==> src/hdl/mlb_pkg.sv <==
package mlb_pkg;

   localparam int NumCoresDefault = 8;
   localparam int CountWidthDefault = 16;

   localparam logic [3:0]  CoreCountReset = 4'd8;
   localparam logic [63:0] PeriodReset = 64'd5000000;

   // operation codes
   localparam logic [1:0] OP_SCHEDULE   = 2'd0;
   localparam logic [1:0] OP_UNSCHEDULE = 2'd1;
   localparam logic [1:0] OP_SELECT     = 2'd2;

   // result kinds
   localparam logic [1:0] KIND_PLACED    = 2'd0;
   localparam logic [1:0] KIND_MIGRATION = 2'd1;
   localparam logic [1:0] KIND_DEDICATED = 2'd2;
   localparam logic [1:0] KIND_DELEGATE  = 2'd3;

   // register indexes
   localparam logic [0:0] REG_CORE_COUNT = 1'd0;
   localparam logic [0:0] REG_PERIOD     = 1'd1;

   // command broadcast along the cell row
   localparam logic [2:0] CMD_NONE     = 3'd0;
   localparam logic [2:0] CMD_INC      = 3'd1;
   localparam logic [2:0] CMD_DEDICATE = 3'd2;
   localparam logic [2:0] CMD_UNSCHED  = 3'd3;
   localparam logic [2:0] CMD_TOUCH    = 3'd4;
   localparam logic [2:0] CMD_ADD      = 3'd5;
   localparam logic [2:0] CMD_SUB      = 3'd6;

endpackage

==> src/hdl/mlb_cell.sv <==
// one core: holds count, pid and touched flag; passes scan results along the row
module mlb_cell
   import mlb_pkg::*;
#(
   parameter int IDX_W = 3,
   parameter int CNT_W = 16,
   parameter logic [IDX_W-1:0] MY_IDX = '0,
   parameter bit TOUCH_RESET = 1'b0
) (
   input  logic             clock,
   input  logic             reset,
   input  logic             active,
   // command
   input  logic [2:0]       cmd,
   input  logic [IDX_W-1:0] cmd_core,
   input  logic [31:0]      cmd_pid,
   input  logic [CNT_W-1:0] cmd_amount,
   // scan chain in
   input  logic             lo_found_i,
   input  logic [CNT_W-1:0] lo_val_i,
   input  logic [IDX_W-1:0] lo_idx_i,
   input  logic [CNT_W-1:0] hi_val_i,
   input  logic [IDX_W-1:0] hi_idx_i,
   input  logic             un_found_i,
   input  logic [IDX_W-1:0] un_idx_i,
   // scan chain out
   output logic             lo_found_o,
   output logic [CNT_W-1:0] lo_val_o,
   output logic [IDX_W-1:0] lo_idx_o,
   output logic [CNT_W-1:0] hi_val_o,
   output logic [IDX_W-1:0] hi_idx_o,
   output logic             un_found_o,
   output logic [IDX_W-1:0] un_idx_o,
   // own view
   output logic [CNT_W-1:0] count_o,
   output logic [31:0]      pid_o
);

   localparam logic [CNT_W-1:0] CntMax = '1;

   logic [CNT_W-1:0] count_ff, count_in;
   logic [31:0]      pid_ff, pid_in;
   logic             touched_ff, touched_in;
   logic             hit;

   assign hit = (cmd_core == MY_IDX);
   assign count_o = count_ff;
   assign pid_o = pid_ff;

   // state update
   always_comb begin
      count_in = count_ff;
      pid_in = pid_ff;
      touched_in = touched_ff;
      if (hit) begin
         case (cmd)
            CMD_INC: begin
               touched_in = 1'b1;
               if (count_ff != CntMax) count_in = count_ff + 1'b1;
            end
            CMD_DEDICATE: begin
               pid_in = cmd_pid;
               count_in = CntMax;
            end
            CMD_UNSCHED: begin
               if (pid_ff != 32'd0) begin
                  pid_in = '0;
                  count_in = '0;
               end else begin
                  touched_in = 1'b1;
                  if (count_ff != '0) count_in = count_ff - 1'b1;
               end
            end
            CMD_TOUCH: touched_in = 1'b1;
            CMD_ADD: begin
               touched_in = 1'b1;
               count_in = count_ff + cmd_amount;
            end
            CMD_SUB: count_in = count_ff - cmd_amount;
            default: ;
         endcase
      end
   end

   always_ff @(posedge clock) begin
      if (reset) begin
         count_ff <= '0;
         pid_ff <= '0;
         touched_ff <= TOUCH_RESET;
      end else begin
         count_ff <= count_in;
         pid_ff <= pid_in;
         touched_ff <= touched_in;
      end
   end

   // least: first smallest; most: first largest non-dedicated; first untouched above 0
   always_comb begin
      lo_found_o = lo_found_i;
      lo_val_o = lo_val_i;
      lo_idx_o = lo_idx_i;
      if (active && (!lo_found_i || count_ff < lo_val_i)) begin
         lo_found_o = 1'b1;
         lo_val_o = count_ff;
         lo_idx_o = MY_IDX;
      end
      hi_val_o = hi_val_i;
      hi_idx_o = hi_idx_i;
      if (active && pid_ff == 32'd0 && count_ff > hi_val_i) begin
         hi_val_o = count_ff;
         hi_idx_o = MY_IDX;
      end
      un_found_o = un_found_i;
      un_idx_o = un_idx_i;
      if (active && !un_found_i && !touched_ff && MY_IDX != '0) begin
         un_found_o = 1'b1;
         un_idx_o = MY_IDX;
      end
   end

endmodule

==> src/hdl/mlb_row.sv <==
// row of cells with registered scan results at the end of the chain
module mlb_row
   import mlb_pkg::*;
#(
   parameter int NUM_CORES = NumCoresDefault,
   parameter int COUNT_WIDTH = CountWidthDefault,
   parameter int IDX_W = $clog2(NUM_CORES)
) (
   input  logic                   clock,
   input  logic                   reset,
   input  logic [IDX_W:0]         n_active,
   input  logic [2:0]             cmd,
   input  logic [IDX_W-1:0]       cmd_core,
   input  logic [31:0]            cmd_pid,
   input  logic [COUNT_WIDTH-1:0] cmd_amount,
   input  logic [IDX_W-1:0]       sel_core,
   output logic [IDX_W-1:0]       lo_idx_ff,
   output logic [COUNT_WIDTH-1:0] lo_val_ff,
   output logic [IDX_W-1:0]       hi_idx_ff,
   output logic [COUNT_WIDTH-1:0] hi_val_ff,
   output logic                   un_found_ff,
   output logic [IDX_W-1:0]       un_idx_ff,
   output logic [COUNT_WIDTH-1:0] sel_count,
   output logic [31:0]            sel_pid
);

   logic                   lo_f [NUM_CORES+1];
   logic [COUNT_WIDTH-1:0] lo_v [NUM_CORES+1];
   logic [IDX_W-1:0]       lo_i [NUM_CORES+1];
   logic [COUNT_WIDTH-1:0] hi_v [NUM_CORES+1];
   logic [IDX_W-1:0]       hi_i [NUM_CORES+1];
   logic                   un_f [NUM_CORES+1];
   logic [IDX_W-1:0]       un_i [NUM_CORES+1];
   logic [COUNT_WIDTH-1:0] cnt  [NUM_CORES];
   logic [31:0]            pid  [NUM_CORES];

   assign lo_f[0] = 1'b0;
   assign lo_v[0] = '0;
   assign lo_i[0] = '0;
   assign hi_v[0] = '0;
   assign hi_i[0] = '0;
   assign un_f[0] = 1'b0;
   assign un_i[0] = '0;

   for (genvar g = 0; g < NUM_CORES; g++) begin : g_cell
      mlb_cell #(
         .IDX_W(IDX_W), .CNT_W(COUNT_WIDTH),
         .MY_IDX(IDX_W'(g)), .TOUCH_RESET(g == 0)
      ) u_cell (
         .clock, .reset,
         .active((IDX_W+1)'(g) < n_active),
         .cmd, .cmd_core, .cmd_pid, .cmd_amount,
         .lo_found_i(lo_f[g]), .lo_val_i(lo_v[g]), .lo_idx_i(lo_i[g]),
         .hi_val_i(hi_v[g]), .hi_idx_i(hi_i[g]),
         .un_found_i(un_f[g]), .un_idx_i(un_i[g]),
         .lo_found_o(lo_f[g+1]), .lo_val_o(lo_v[g+1]), .lo_idx_o(lo_i[g+1]),
         .hi_val_o(hi_v[g+1]), .hi_idx_o(hi_i[g+1]),
         .un_found_o(un_f[g+1]), .un_idx_o(un_i[g+1]),
         .count_o(cnt[g]), .pid_o(pid[g])
      );
   end

   assign sel_count = cnt[sel_core];
   assign sel_pid = pid[sel_core];

   // scan results registered once per cycle
   always_ff @(posedge clock) begin
      lo_idx_ff <= lo_i[NUM_CORES];
      lo_val_ff <= lo_v[NUM_CORES];
      hi_idx_ff <= (hi_v[NUM_CORES] == '0) ? '0 : hi_i[NUM_CORES];
      hi_val_ff <= hi_v[NUM_CORES];
      un_found_ff <= un_f[NUM_CORES];
      un_idx_ff <= un_i[NUM_CORES];
   end

endmodule

==> src/hdl/multicore_load_balancer_top.sv <==
// multicore load balancer
// input channel: req_* fields are taken at a clock edge with start high and busy low.
// operation schedule places a job and gives one placed item; unschedule gives no item;
// select gives up to two migration items and then a dedicated or delegate item.
// result channel: each item is on rsp_* for one cycle marked by rsp_valid; rsp_last
// flags the final item of a request. the receiver cannot hold items off.
// throughput is one request at a time; busy drops in the cycle that shows the last
// item, so the next request can be taken at the end of that cycle. a rebalance shift
// first lets the registered scan along the row of per-core cells settle, then does
// the subtract on the source, then the add on the destination.
// configuration: csr_* apb port, core_count at 0x0, rebalance_period at 0x8; these are
// to be written only while idle, which the block itself does not enforce. reset clears
// counts and pids, touches core 0, loads register defaults; no clearing pass is needed.
module multicore_load_balancer_top
   import mlb_pkg::*;
#(
   parameter int NUM_CORES = NumCoresDefault,
   parameter int COUNT_WIDTH = CountWidthDefault
) (
   input  logic        clock,
   input  logic        reset,
   input  logic        start,
   output logic        busy,
   input  logic [1:0]  req_operation,
   input  logic [31:0] req_job_pid,
   input  logic        req_titanic,
   input  logic [2:0]  req_core_index,
   input  logic [63:0] req_now_time,
   output logic        rsp_valid,
   output logic [1:0]  rsp_kind,
   output logic [2:0]  rsp_core_out,
   output logic [2:0]  rsp_source_core,
   output logic [15:0] rsp_move_count,
   output logic [31:0] rsp_selected_pid,
   output logic        rsp_last,
   input  logic        csr_psel,
   input  logic        csr_penable,
   input  logic        csr_pwrite,
   input  logic [3:0]  csr_paddr,
   input  logic [63:0] csr_pwdata,
   output logic [63:0] csr_prdata,
   output logic        csr_pready
);

   localparam int IDX_W = $clog2(NUM_CORES);

   localparam logic [2:0] S_IDLE  = 3'd0;
   localparam logic [2:0] S_SCAN  = 3'd1;
   localparam logic [2:0] S_EXEC  = 3'd2;
   localparam logic [2:0] S_SHIFT = 3'd3;
   localparam logic [2:0] S_FINAL = 3'd4;

   // configuration registers
   logic [3:0]  core_count_ff;
   logic [63:0] period_ff;
   logic        csr_wr;
   logic [0:0]  csr_reg;

   assign csr_pready = 1'b1;
   assign csr_wr = csr_psel & csr_penable & csr_pwrite;
   assign csr_reg = csr_paddr[3];

   always_ff @(posedge clock) begin
      if (reset) begin
         core_count_ff <= CoreCountReset;
         period_ff <= PeriodReset;
      end else if (csr_wr && csr_paddr[2:0] == 3'd0) begin
         if (csr_reg == REG_CORE_COUNT) core_count_ff <= csr_pwdata[3:0];
         else period_ff <= csr_pwdata;
      end
   end

   always_comb begin
      csr_prdata = '0;
      if (csr_paddr[2:0] == 3'd0) begin
         if (csr_reg == REG_CORE_COUNT) csr_prdata = {60'd0, core_count_ff};
         else csr_prdata = period_ff;
      end
   end

   // effective core count
   logic [IDX_W:0] n_act;
   always_comb begin
      if (core_count_ff == 4'd0) n_act = (IDX_W+1)'(1);
      else if (32'(core_count_ff) > NUM_CORES) n_act = (IDX_W+1)'(NUM_CORES);
      else n_act = (IDX_W+1)'(core_count_ff);
   end

   // request registers
   logic [2:0]  state_ff, state_in;
   logic [1:0]  op_ff;
   logic [31:0] pid_ff;
   logic        tit_ff;
   logic [2:0]  core_ff;
   logic [1:0]  shift_ff, shift_in;
   logic [1:0]  cool_ff, cool_in;
   logic [IDX_W-1:0] cache_ff, cache_in;
   logic [63:0] last_rb_ff, last_rb_in;

   // row control
   logic [2:0]             cmd;
   logic [IDX_W-1:0]       cmd_core;
   logic [COUNT_WIDTH-1:0] cmd_amount;
   logic [IDX_W-1:0]       sel_core;
   logic [IDX_W-1:0]       lo_idx, hi_idx, un_idx;
   logic [COUNT_WIDTH-1:0] lo_val, hi_val, sel_count;
   logic                   un_found;
   logic [31:0]            sel_pid;

   // the add half of a shift happens the cycle after the subtract
   logic             add_pend_ff;
   logic [IDX_W-1:0] add_core_ff;
   logic [COUNT_WIDTH-1:0] add_amt_ff;
   logic [1:0]       shifts_ff;
   logic [2:0]       cmd_fin;
   logic [IDX_W-1:0] core_fin;
   logic [COUNT_WIDTH-1:0] amt_fin;

   mlb_row #(.NUM_CORES(NUM_CORES), .COUNT_WIDTH(COUNT_WIDTH), .IDX_W(IDX_W)) u_row (
      .clock, .reset, .n_active(n_act),
      .cmd(cmd_fin), .cmd_core(core_fin), .cmd_pid(pid_ff), .cmd_amount(amt_fin),
      .sel_core,
      .lo_idx_ff(lo_idx), .lo_val_ff(lo_val), .hi_idx_ff(hi_idx), .hi_val_ff(hi_val),
      .un_found_ff(un_found), .un_idx_ff(un_idx),
      .sel_count, .sel_pid
   );

   logic core_ok;
   assign core_ok = {1'b0, core_ff} < 4'(n_act);
   assign busy = (state_ff != S_IDLE);

   // selected core for the pid read, cached core for the least count read
   assign sel_core = (state_ff == S_FINAL) ? core_ff[IDX_W-1:0] : cache_ff;

   // rebalance test, done at acceptance
   logic        rb_go;
   logic [63:0] diff_t;
   assign diff_t = req_now_time - last_rb_ff;
   assign rb_go = (n_act > (IDX_W+1)'(1)) && (req_now_time > last_rb_ff)
                  && (diff_t > period_ff);

   // least pick with cache
   logic             use_cache;
   logic [IDX_W-1:0] least;
   assign use_cache = (cool_ff != 2'd0) && ({1'b0, cache_ff} < n_act);
   assign least = use_cache ? cache_ff : lo_idx;

   // shift amount; least count read by index
   logic [COUNT_WIDTH-1:0] least_count, dsub, moves;
   logic                   do_move;
   assign least_count = use_cache ? sel_count : lo_val;
   assign do_move = hi_val > least_count;
   assign dsub = hi_val - least_count;
   assign moves = (dsub >> 1) + COUNT_WIDTH'(dsub[0]);

   logic        out_v;
   logic [1:0]  out_kind;
   logic [2:0]  out_core, out_src;
   logic [15:0] out_moves;
   logic [31:0] out_pid;
   logic        out_last;

   always_comb begin
      state_in = state_ff;
      shift_in = shift_ff;
      cool_in = cool_ff;
      cache_in = cache_ff;
      last_rb_in = last_rb_ff;
      cmd = CMD_NONE;
      cmd_core = core_ff[IDX_W-1:0];
      cmd_amount = '0;
      out_v = 1'b0;
      out_kind = KIND_PLACED;
      out_core = '0;
      out_src = '0;
      out_moves = '0;
      out_pid = '0;
      out_last = 1'b0;
      case (state_ff)
         S_IDLE: begin
            if (start) begin
               state_in = S_SCAN;
               shift_in = 2'd0;
               if (req_operation == OP_SELECT && rb_go) begin
                  last_rb_in = req_now_time;
                  state_in = S_SHIFT;
               end else if (req_operation == OP_SELECT) state_in = S_FINAL;
               else if (req_operation != OP_SCHEDULE && req_operation != OP_UNSCHEDULE)
                  state_in = S_IDLE;
            end
         end
         S_SCAN: state_in = S_EXEC;
         S_EXEC: begin
            state_in = S_IDLE;
            out_last = 1'b1;
            if (op_ff == OP_SCHEDULE) begin
               out_v = 1'b1;
               if (tit_ff && un_found) begin
                  cmd = CMD_DEDICATE;
                  cmd_core = un_idx;
                  out_core = 3'(un_idx);
               end else begin
                  cmd = CMD_INC;
                  cmd_core = least;
                  out_core = 3'(least);
                  if (use_cache) cool_in = cool_ff - 2'd1;
                  else begin
                     cache_in = lo_idx;
                     cool_in = 2'd2;
                  end
               end
            end else if (core_ok) begin
               cmd = CMD_UNSCHED;
            end
         end
         S_SHIFT: begin
            // scan settles, then the subtract with its item, then the add
            shift_in = shift_ff + 2'd1;
            if (shift_ff == 2'd1) begin
               out_v = 1'b1;
               out_kind = KIND_MIGRATION;
               out_core = 3'(least);
               out_src = 3'(hi_idx);
               if (do_move) begin
                  out_moves = (COUNT_WIDTH > 16 && moves > COUNT_WIDTH'(16'hFFFF))
                              ? 16'hFFFF : 16'(moves);
                  cmd = CMD_SUB;
                  cmd_core = hi_idx;
                  cmd_amount = moves;
               end
               if (use_cache) cool_in = cool_ff - 2'd1;
               else begin
                  cache_in = lo_idx;
                  cool_in = 2'd2;
               end
            end else if (shift_ff == 2'd2) begin
               shift_in = 2'd0;
               if (shifts_ff == 2'd2) state_in = S_FINAL;
            end
         end
         S_FINAL: begin
            out_v = 1'b1;
            out_last = 1'b1;
            out_core = core_ff;
            state_in = S_IDLE;
            cmd_core = core_ff[IDX_W-1:0];
            if (core_ok && sel_pid != 32'd0) begin
               out_kind = KIND_DEDICATED;
               out_pid = sel_pid;
            end else begin
               out_kind = KIND_DELEGATE;
               if (core_ok) cmd = CMD_TOUCH;
            end
         end
         default: state_in = S_IDLE;
      endcase
   end

   // the row sees the pending add in place of the current command
   always_comb begin
      cmd_fin = cmd;
      core_fin = cmd_core;
      amt_fin = cmd_amount;
      if (add_pend_ff) begin
         cmd_fin = CMD_ADD;
         core_fin = add_core_ff;
         amt_fin = add_amt_ff;
      end
   end

   // state registers
   always_ff @(posedge clock) begin
      if (reset) begin
         state_ff <= S_IDLE;
         shift_ff <= '0;
         cool_ff <= '0;
         cache_ff <= '0;
         last_rb_ff <= '0;
         add_pend_ff <= 1'b0;
         shifts_ff <= '0;
      end else begin
         state_ff <= state_in;
         shift_ff <= shift_in;
         cool_ff <= cool_in;
         cache_ff <= cache_in;
         last_rb_ff <= last_rb_in;
         add_pend_ff <= (state_ff == S_SHIFT) && (shift_ff == 2'd1) && do_move;
         if (state_ff == S_IDLE) shifts_ff <= '0;
         else if (state_ff == S_SHIFT && shift_ff == 2'd1) shifts_ff <= shifts_ff + 2'd1;
      end
   end

   always_ff @(posedge clock) begin
      add_core_ff <= least;
      add_amt_ff <= moves;
      if (state_ff == S_IDLE && start) begin
         op_ff <= req_operation;
         pid_ff <= req_job_pid;
         tit_ff <= req_titanic;
         core_ff <= req_core_index;
      end
   end

   // result register
   always_ff @(posedge clock) begin
      if (reset) rsp_valid <= 1'b0;
      else rsp_valid <= out_v;
      rsp_kind <= out_kind;
      rsp_core_out <= out_core;
      rsp_source_core <= out_src;
      rsp_move_count <= out_moves;
      rsp_selected_pid <= out_pid;
      rsp_last <= out_last;
   end

endmodule

==> config.mk <==
export PLATFORM = sky130hd
export DESIGN_NAME = multicore_load_balancer_top
export DESIGN_NICKNAME = d
export VERILOG_FILES = /design/src/hdl/mlb_pkg.sv /design/src/hdl/mlb_cell.sv /design/src/hdl/mlb_row.sv /design/src/hdl/multicore_load_balancer_top.sv
export SDC_FILE = /design/constraint.sdc
export NUM_CORES = 2
export LEC_CHECK = 0
export ABC_AREA = 1
export BUFFER_PORTS_ARGS = -buffer_cell sky130_fd_sc_hd__buf_2
export CAP_MARGIN = 10
export CELL_PAD_IN_SITES_DETAIL_PLACEMENT = 0
export CELL_PAD_IN_SITES_GLOBAL_PLACEMENT = 1
export CORE_MARGIN = 2
export CORE_UTILIZATION = 49
export CTS_CLUSTER_SIZE = 8
export DETAILED_ROUTE_END_ITERATION = 12
export HOLD_SLACK_MARGIN = 0.08
export PLACE_DENSITY = 0.93
export SLEW_MARGIN = 15
export SYNTH_ARGS = -nofsm -noshare
export SYNTH_HDL_FRONTEND = slang
export SYNTH_SLANG_ARGS = --single-unit
export TNS_END_PERCENT = 20
==> constraint.sdc <==
create_clock -name clock -period 25.6 [get_ports clock]
set_input_delay 1.28 -clock clock [delete_from_list [all_inputs] [get_ports clock]]
set_output_delay 1.28 -clock clock [all_outputs]
set_load 0.02 [all_outputs]
* After elaboration in Yosys (flattened, before gate mapping) *
Index checks and enable logic that the tools add are counted.

operators by class
  $add $sub $neg = 38
  $lt $le $gt $ge = 31
  eq/ne operators = 68
  mux-type cells = 173
  bitwise logic cells = 4
  reductions and logical operators = 151

operators with widths
  operator                 count
  $mux W16                 47
  $pmux W16 S5             8
  $pmux W32 S2             8
  $mux W32                 10
  $reduce_bool A32 Y1      9
  $logic_not A32 Y1        8
  $sub A16 B16 Y16         9
  $add A16 B1 Y16 const B  8
  $add A16 B16 Y16         8
  $gt A16 B16 Y1           8
  $gt A64 B64 Y1           2
  $mux W64                 2
  $ne A16 B16 Y1 const B   8
  $reduce_bool A16 Y1      8
  $sub A16 B1 Y16 const B  8
  $lt A16 B16 Y1           7
  $mux W3                  34
  $bmux W32 S3             1
  $sub A64 B64 Y64         1
  $ne A2 B2 Y1 const B     29
  $bmux W16 S3             1
  $reduce_and A3 Y1        16
  $logic_and A1 B1 Y1      47
  $reduce_and A4 Y1        10
  other kinds (42)         168

word-level totals
  bits in registers = 693
  bits of input ports = 176
  output and inout port bits = 124
  word-level logic and storage cells = 520

* Depth between registers and ports, before layout *
  depth after elaboration = 33
  depth in mapped cells = 106
  depth with buffers taken out = 97

* By module *
Synthesis repeated with hierarchy kept, for this count alone.

unflattened totals
  cell total of the unflattened synthesis = 10894
  area, all modules = 64968.6 um2

by module, submodules not included
  module                                  instances  cells each  area each (um2)
  multicore_load_balancer_top             1          2581        17315.4
  mlb_cell at u_row.g_cell[3].u_cell ...  2          876         5175.0
  mlb_row                                 1          1352        6078.3
  mlb_cell at u_row.g_cell[5].u_cell      1          876         5300.1
  mlb_cell at u_row.g_cell[4].u_cell      1          873         5226.3
  mlb_cell at u_row.g_cell[1].u_cell      1          874         5225.0
  mlb_cell at u_row.g_cell[7].u_cell      1          879         5210.0
  mlb_cell at u_row.g_cell[2].u_cell      1          864         5146.2
  mlb_cell at u_row.g_cell[0].u_cell      1          843         5117.4

* Worst setup path before layout *
OpenSTA, ideal clock, no wires.

  path type = reg2reg
  from = register u_row.g_cell[0].u_cell.pid_ff[16]
  to = register u_row.hi_idx_ff[0]
  setup time = 0.116 ns
  arrival = 12.413 ns
  required time = 25.484 ns
  path slack = 13.071 ns
  cell stages (with the launch flop) = 92
  buffers on the path = 9
  clock period less this slack = 12.529 ns
  path through = dfxtp_1 -> nor4_1 -> nand4_1 -> nor2_2 -> nand2_1 -> inv_1 -> clkbuf_1 -> clkbuf_1 -> nand2_1 -> ha_1 -> nand2_1 -> nor4b_1 -> nand4_1 -> nand4_4 -> clkbuf_1 -> nand3_1 -> o21ai_0 -> inv_1 -> [56 not listed] -> nand2_1 -> inv_1 -> ha_1 -> a21oi_1 -> o21ai_0 -> nand2_1 -> o211ai_1 -> nand2_1 -> o2111ai_1 -> nand2_1 -> clkbuf_1 -> nand3_1 -> nand2_1 -> nand2_1 -> nor2_1 -> nand2_1 -> nor2_2 -> nor2_1

between the ends
  word-level cells in the longest chain between the ends = 26

ends and longest elaborated chain
  item                                  RTL line         RTL
  start: declaration                    mlb_cell.sv:42   logic [31:0] pid_ff, pid_in;
  start signal: assignment              mlb_cell.sv:92   pid_ff <= pid_in;
  $logic_not A32 Y1 (*)                 mlb_cell.sv:109  if (active && pid_ff == 32'd0 && count_ff > hi_val_i) begin
  $logic_and A1 B1 Y1 (*) (2 in a row)  mlb_cell.sv:109
  $mux W16 (*)                          mlb_cell.sv:109
  $gt A16 B16 Y1                        mlb_cell.sv:109
  $logic_and A1 B1 Y1                   mlb_cell.sv:109
  $mux W16                              mlb_cell.sv:109
  $gt A16 B16 Y1                        mlb_cell.sv:109
  $logic_and A1 B1 Y1                   mlb_cell.sv:109
  [9 not listed]                        -
  $mux W16                              mlb_cell.sv:109
  $gt A16 B16 Y1                        mlb_cell.sv:109
  $logic_and A1 B1 Y1                   mlb_cell.sv:109
  $mux W16                              mlb_cell.sv:109
  $gt A16 B16 Y1                        mlb_cell.sv:109
  $logic_and A1 B1 Y1                   mlb_cell.sv:109
  $mux W16                              mlb_cell.sv:109
  $logic_not A16 Y1                     mlb_row.sv:70    hi_idx_ff <= (hi_v[NUM_CORES] == '0) ? '0 : hi_i[NUM_CORES];
  end signal: assignment                mlb_row.sv:70
  end: declaration                      mlb_row.sv:19    output logic [IDX_W-1:0] hi_idx_ff,

Every way passes the cells marked *; elsewhere a longest branch is shown, timed or not.
A chain may end at the register's enable or synchronous reset.

* Final worst setup path *
Ends and elaborated chain as after synthesis.

==> results.py <==
metrics = {
    "synthesis": {
        "avgSynthCellArea_sq_um": 6.86,
        "synthesis.instances": 7286,
        "synth_cell_types": 67,
        "ys_seq_elements": 693,
        "seq_area_frac_synth": 0.285,
        "yosysTopAreaCell": "dfxtp_1",
        "yosys_warnings": 0,
        "syn-cell-area_sq_um": 50000,
        "synth_flop_cell": "dfxtp_1",
        "synth.top_cell.area_share": 0.262,
        "synth_edf_count": 38,
        "synth.top_cells.by_count": "nand2_1, o21ai_0, a21oi_1",
        "yosys-top-cells-area": "dfxtp_1, ha_1, o21ai_0",
        "syn_nets": 7982,
        "async_flop_share": 0,
        "synth.most_common_cell": "nand2_1",
    },
    "pwr": {
        "power.leakage_nw": 25.3,
        "peakVddDrop_mv": 0.240,
        "powerDensity_nw_per_um2": 130,
        "power.total_mw": 7.19,
    },
    "place": {
        "post-dp-hpwl_mm": 145,
        "placed_area_sq_um": 52600,
        "gp_congestion": 1.03,
        "place_ws_ns": 8.96,
        "port_buffers": 298,
    },
    "floorplan": {
        "die_w_um": 323,
        "dieArea_sq_um": 105000,
        "num_rows": 117,
        "core_sq_um": 101000,
        "io_pins": 300,
        "dieHeight_um": 323,
        "initial_core_util": 0.493,
    },
    "global_route": {
        "grt_overflow": 0,
        "antenna_found_initial": 25,
        "grt_pass1_vias": 48736,
        "grt_pass1_wl_mm": 297,
        "grt_start_max_net_pins": 229,
        "grt_util_all_layers": 0.370,
    },
    "worst_setup_path": {
        "end_kind": "flip-flop",
        "critical_path_class": "flip-flop to flip-flop",
        "required_ns": 26.23,
        "rr_startpoint": "u_row.g_cell[0].u_cell.pid_o[16]",
        "cp-startpoint": "u_row.g_cell[0].u_cell.pid_o[16]",
        "crit_path_max_fanout": 33,
        "start_kind": "flip-flop",
        "cpMostUsedCell": "nand2_1",
        "critPathMaxStageDelay_ns": 0.69,
        "cp_slowest_cell": "nand2_1",
        "critPathArrivalTime_ns": 17.72,
    },
    "sta": {
        "timing.final.crit_share": 0.668,
        "finalSetupViolCount": 0,
        "max_freq_mhz": 58.5,
        "layout_setup_ws_ns": 8.51,
        "slew_violations": 0,
        "clock_skew_ns": 0.0627,
        "worst_slew_pin_slew_ns": 1.36,
        "rsz0062_at_grt": "no",
        "min_period_ns": 17.09,
        "max_slew_margin": 0.0940,
        "hold_viol": 0,
        "holdWs_ns": 0.456,
        "fin_tns_setup_ns": 0,
    },
    "hold_path": {
        "min_path_type": "flip-flop to flip-flop",
        "holdCritStartpoint": "last_rb_ff[29]",
    },
    "clock_tree": {
        "holdBufCountCts": 0,
        "cts_tree": "done",
        "cts_root_buf": "clkbuf_16",
        "h-tree-depth": 3,
        "clock_latency_ns": 0.71,
        "cts.path.max_buffers": 3,
        "clkSinkCount": 693,
        "cts_setup_buffers": 0,
        "clk_pin_slew_ns": 0.05,
        "cts_resized": 0,
        "cts_buffers": 98,
    },
    "drt": {
        "wl_per_cell_um": 22.7,
        "drt_iter0_drc": 6363,
        "vias": 53196,
        "wirelength_mm": 200,
        "vias_per_cell": 6.05,
        "antenna_left": 0,
        "post-route-drc-count": 0,
        "first_pass_iters": 9,
    },
    "layout": {
        "final_nets": 8095,
        "regArea_sq_um": 14300,
        "post-route-cell-area_sq_um": 55400,
        "n_fill_cell": 10006,
        "areaGrowthSynthToFinish_pct": 10.9,
        "drive_above_1_share": 0.0775,
        "multi_input_area_sq_um": 31400,
    },
    "flow_run": {
        "drv_cap": 0,
    },
    "status": {
        "status": "finished clean",
    },
}
cell type report:
class,count,share of cell area
timing repair buffer,387,0.0398
clock buffer,119,0.0460
inverter,822,0.0558
multi-input combinational,5397,0.566
sequential,693,0.257
tap,1368,0.0309
antenna,4,0.000181
clock inverter,10,0.00368
worst paths after layout:
kind,slack (ns),endpoint,depth (start not counted)
worst max-delay path,8.51,u_row.hi_idx_ff[0],82
worst min-delay path,0.46,last_rb_ff[29],2
worst max register to register,8.51,u_row.hi_idx_ff[0],82
worst min register to register,0.46,last_rb_ff[29],2
placed cells by master (no fill, tap or decap), drive strengths merged, types with 3 or more instances in the layout:
cell / n
or2: 16
o221ai: 11
fa: 10
nor4: 106
dfxtp: 655
nand2: 1106
diode: 4
o22ai: 53
buf: 387
o31ai: 13
o211ai: 58
nand4: 98
o2111ai: 4
a211oi: 128
nor2: 560
ha: 510
a41oi: 9
a21oi: 890
a21o: 4
o21bai: 15
xnor2: 57
xor2: 158
edfxtp: 38
o21ai: 1065
a311oi: 8
a31oi: 59
o311ai: 4
clkinv: 21
nor3: 133
a21boi: 3
and3: 3
nand3: 241
o21a: 8
clkbuf: 119
a221oi: 12
inv: 811
a2111oi: 25
nor3b: 4
nand3b: 4
critical path: cells and delay by family (launching register included):
kind                       cells  cell delay [ns]
AOI/OAI and AO/OA             16             3.63
adders and majority gates      7             2.01
buffers and inverters         11             2.13
DFF                            1             0.32
and+or+nand+nor               48             8.83
sequential cells by signal, indices dropped and copies added, names as in the netlist, 4 cells and up:
| register | cells |
|---|---|
| rsp_selected_pid | 32 |
| core_count_ff | 4 |
| u_row.hi_val_ff | 16 |
| last_rb_ff | 64 |
| u_row.g_cell.u_cell.count_o | 128 |
| add_amt_ff | 16 |
| u_row.lo_val_ff | 16 |
| period_ff | 64 |
| u_row.g_cell.u_cell.touched_ff | 7 |
| u_row.g_cell.u_cell.pid_o | 256 |
| rsp_move_count | 16 |
| pid_ff | 32 |
cell families (layout without fill, tap and decap cells):
group / Yosys count / in the layout / share of synthesized area
AND/OR/NAND/NOR: 2277 / 2277 / 0.195
other: 1 / 5 / 0.0000750
adder cells (fa/ha/maj): 520 / 520 / 0.132
buffers and inverters: 1196 / 1338 / 0.0905
AO/OA/AOI/OAI: 2384 / 2384 / 0.260
flip-flops: 693 / 693 / 0.285
XOR/XNOR: 215 / 215 / 0.0377
power by group:
group | leakage, nW | total [mW] | switching [mW] | internal [mW]
clock | 1.33 | 1.21 | 0.518 | 0.696
combinational | 18.3 | 4.75 | 3.38 | 1.38
sequential | 5.66 | 1.22 | 0.0414 | 1.18
per-stage QoR:
| step | util | instances |
|---|---|---|
| 3_3_place_gp | 0.519 | 8666 |
| 5_1_grt | 0.546 | 8799 |
| 3_5_place_dp | 0.519 | 8666 |
| 6_report | 0.546 | 8800 |
| 2_1_floorplan | - | 7286 |
| 4_1_cts | 0.546 | 8795 |
routing by layer:
layer  GRT usage  part of all wire  up-vias
met5           0           0.00080        -
met4       0.186             0.055       24
met3      0.0729             0.092      540
met2       0.582              0.44     2544
met1       0.482              0.42    24739
li1            -                 -    25349
Note: power is estimated with default switching activity, not from simulation.
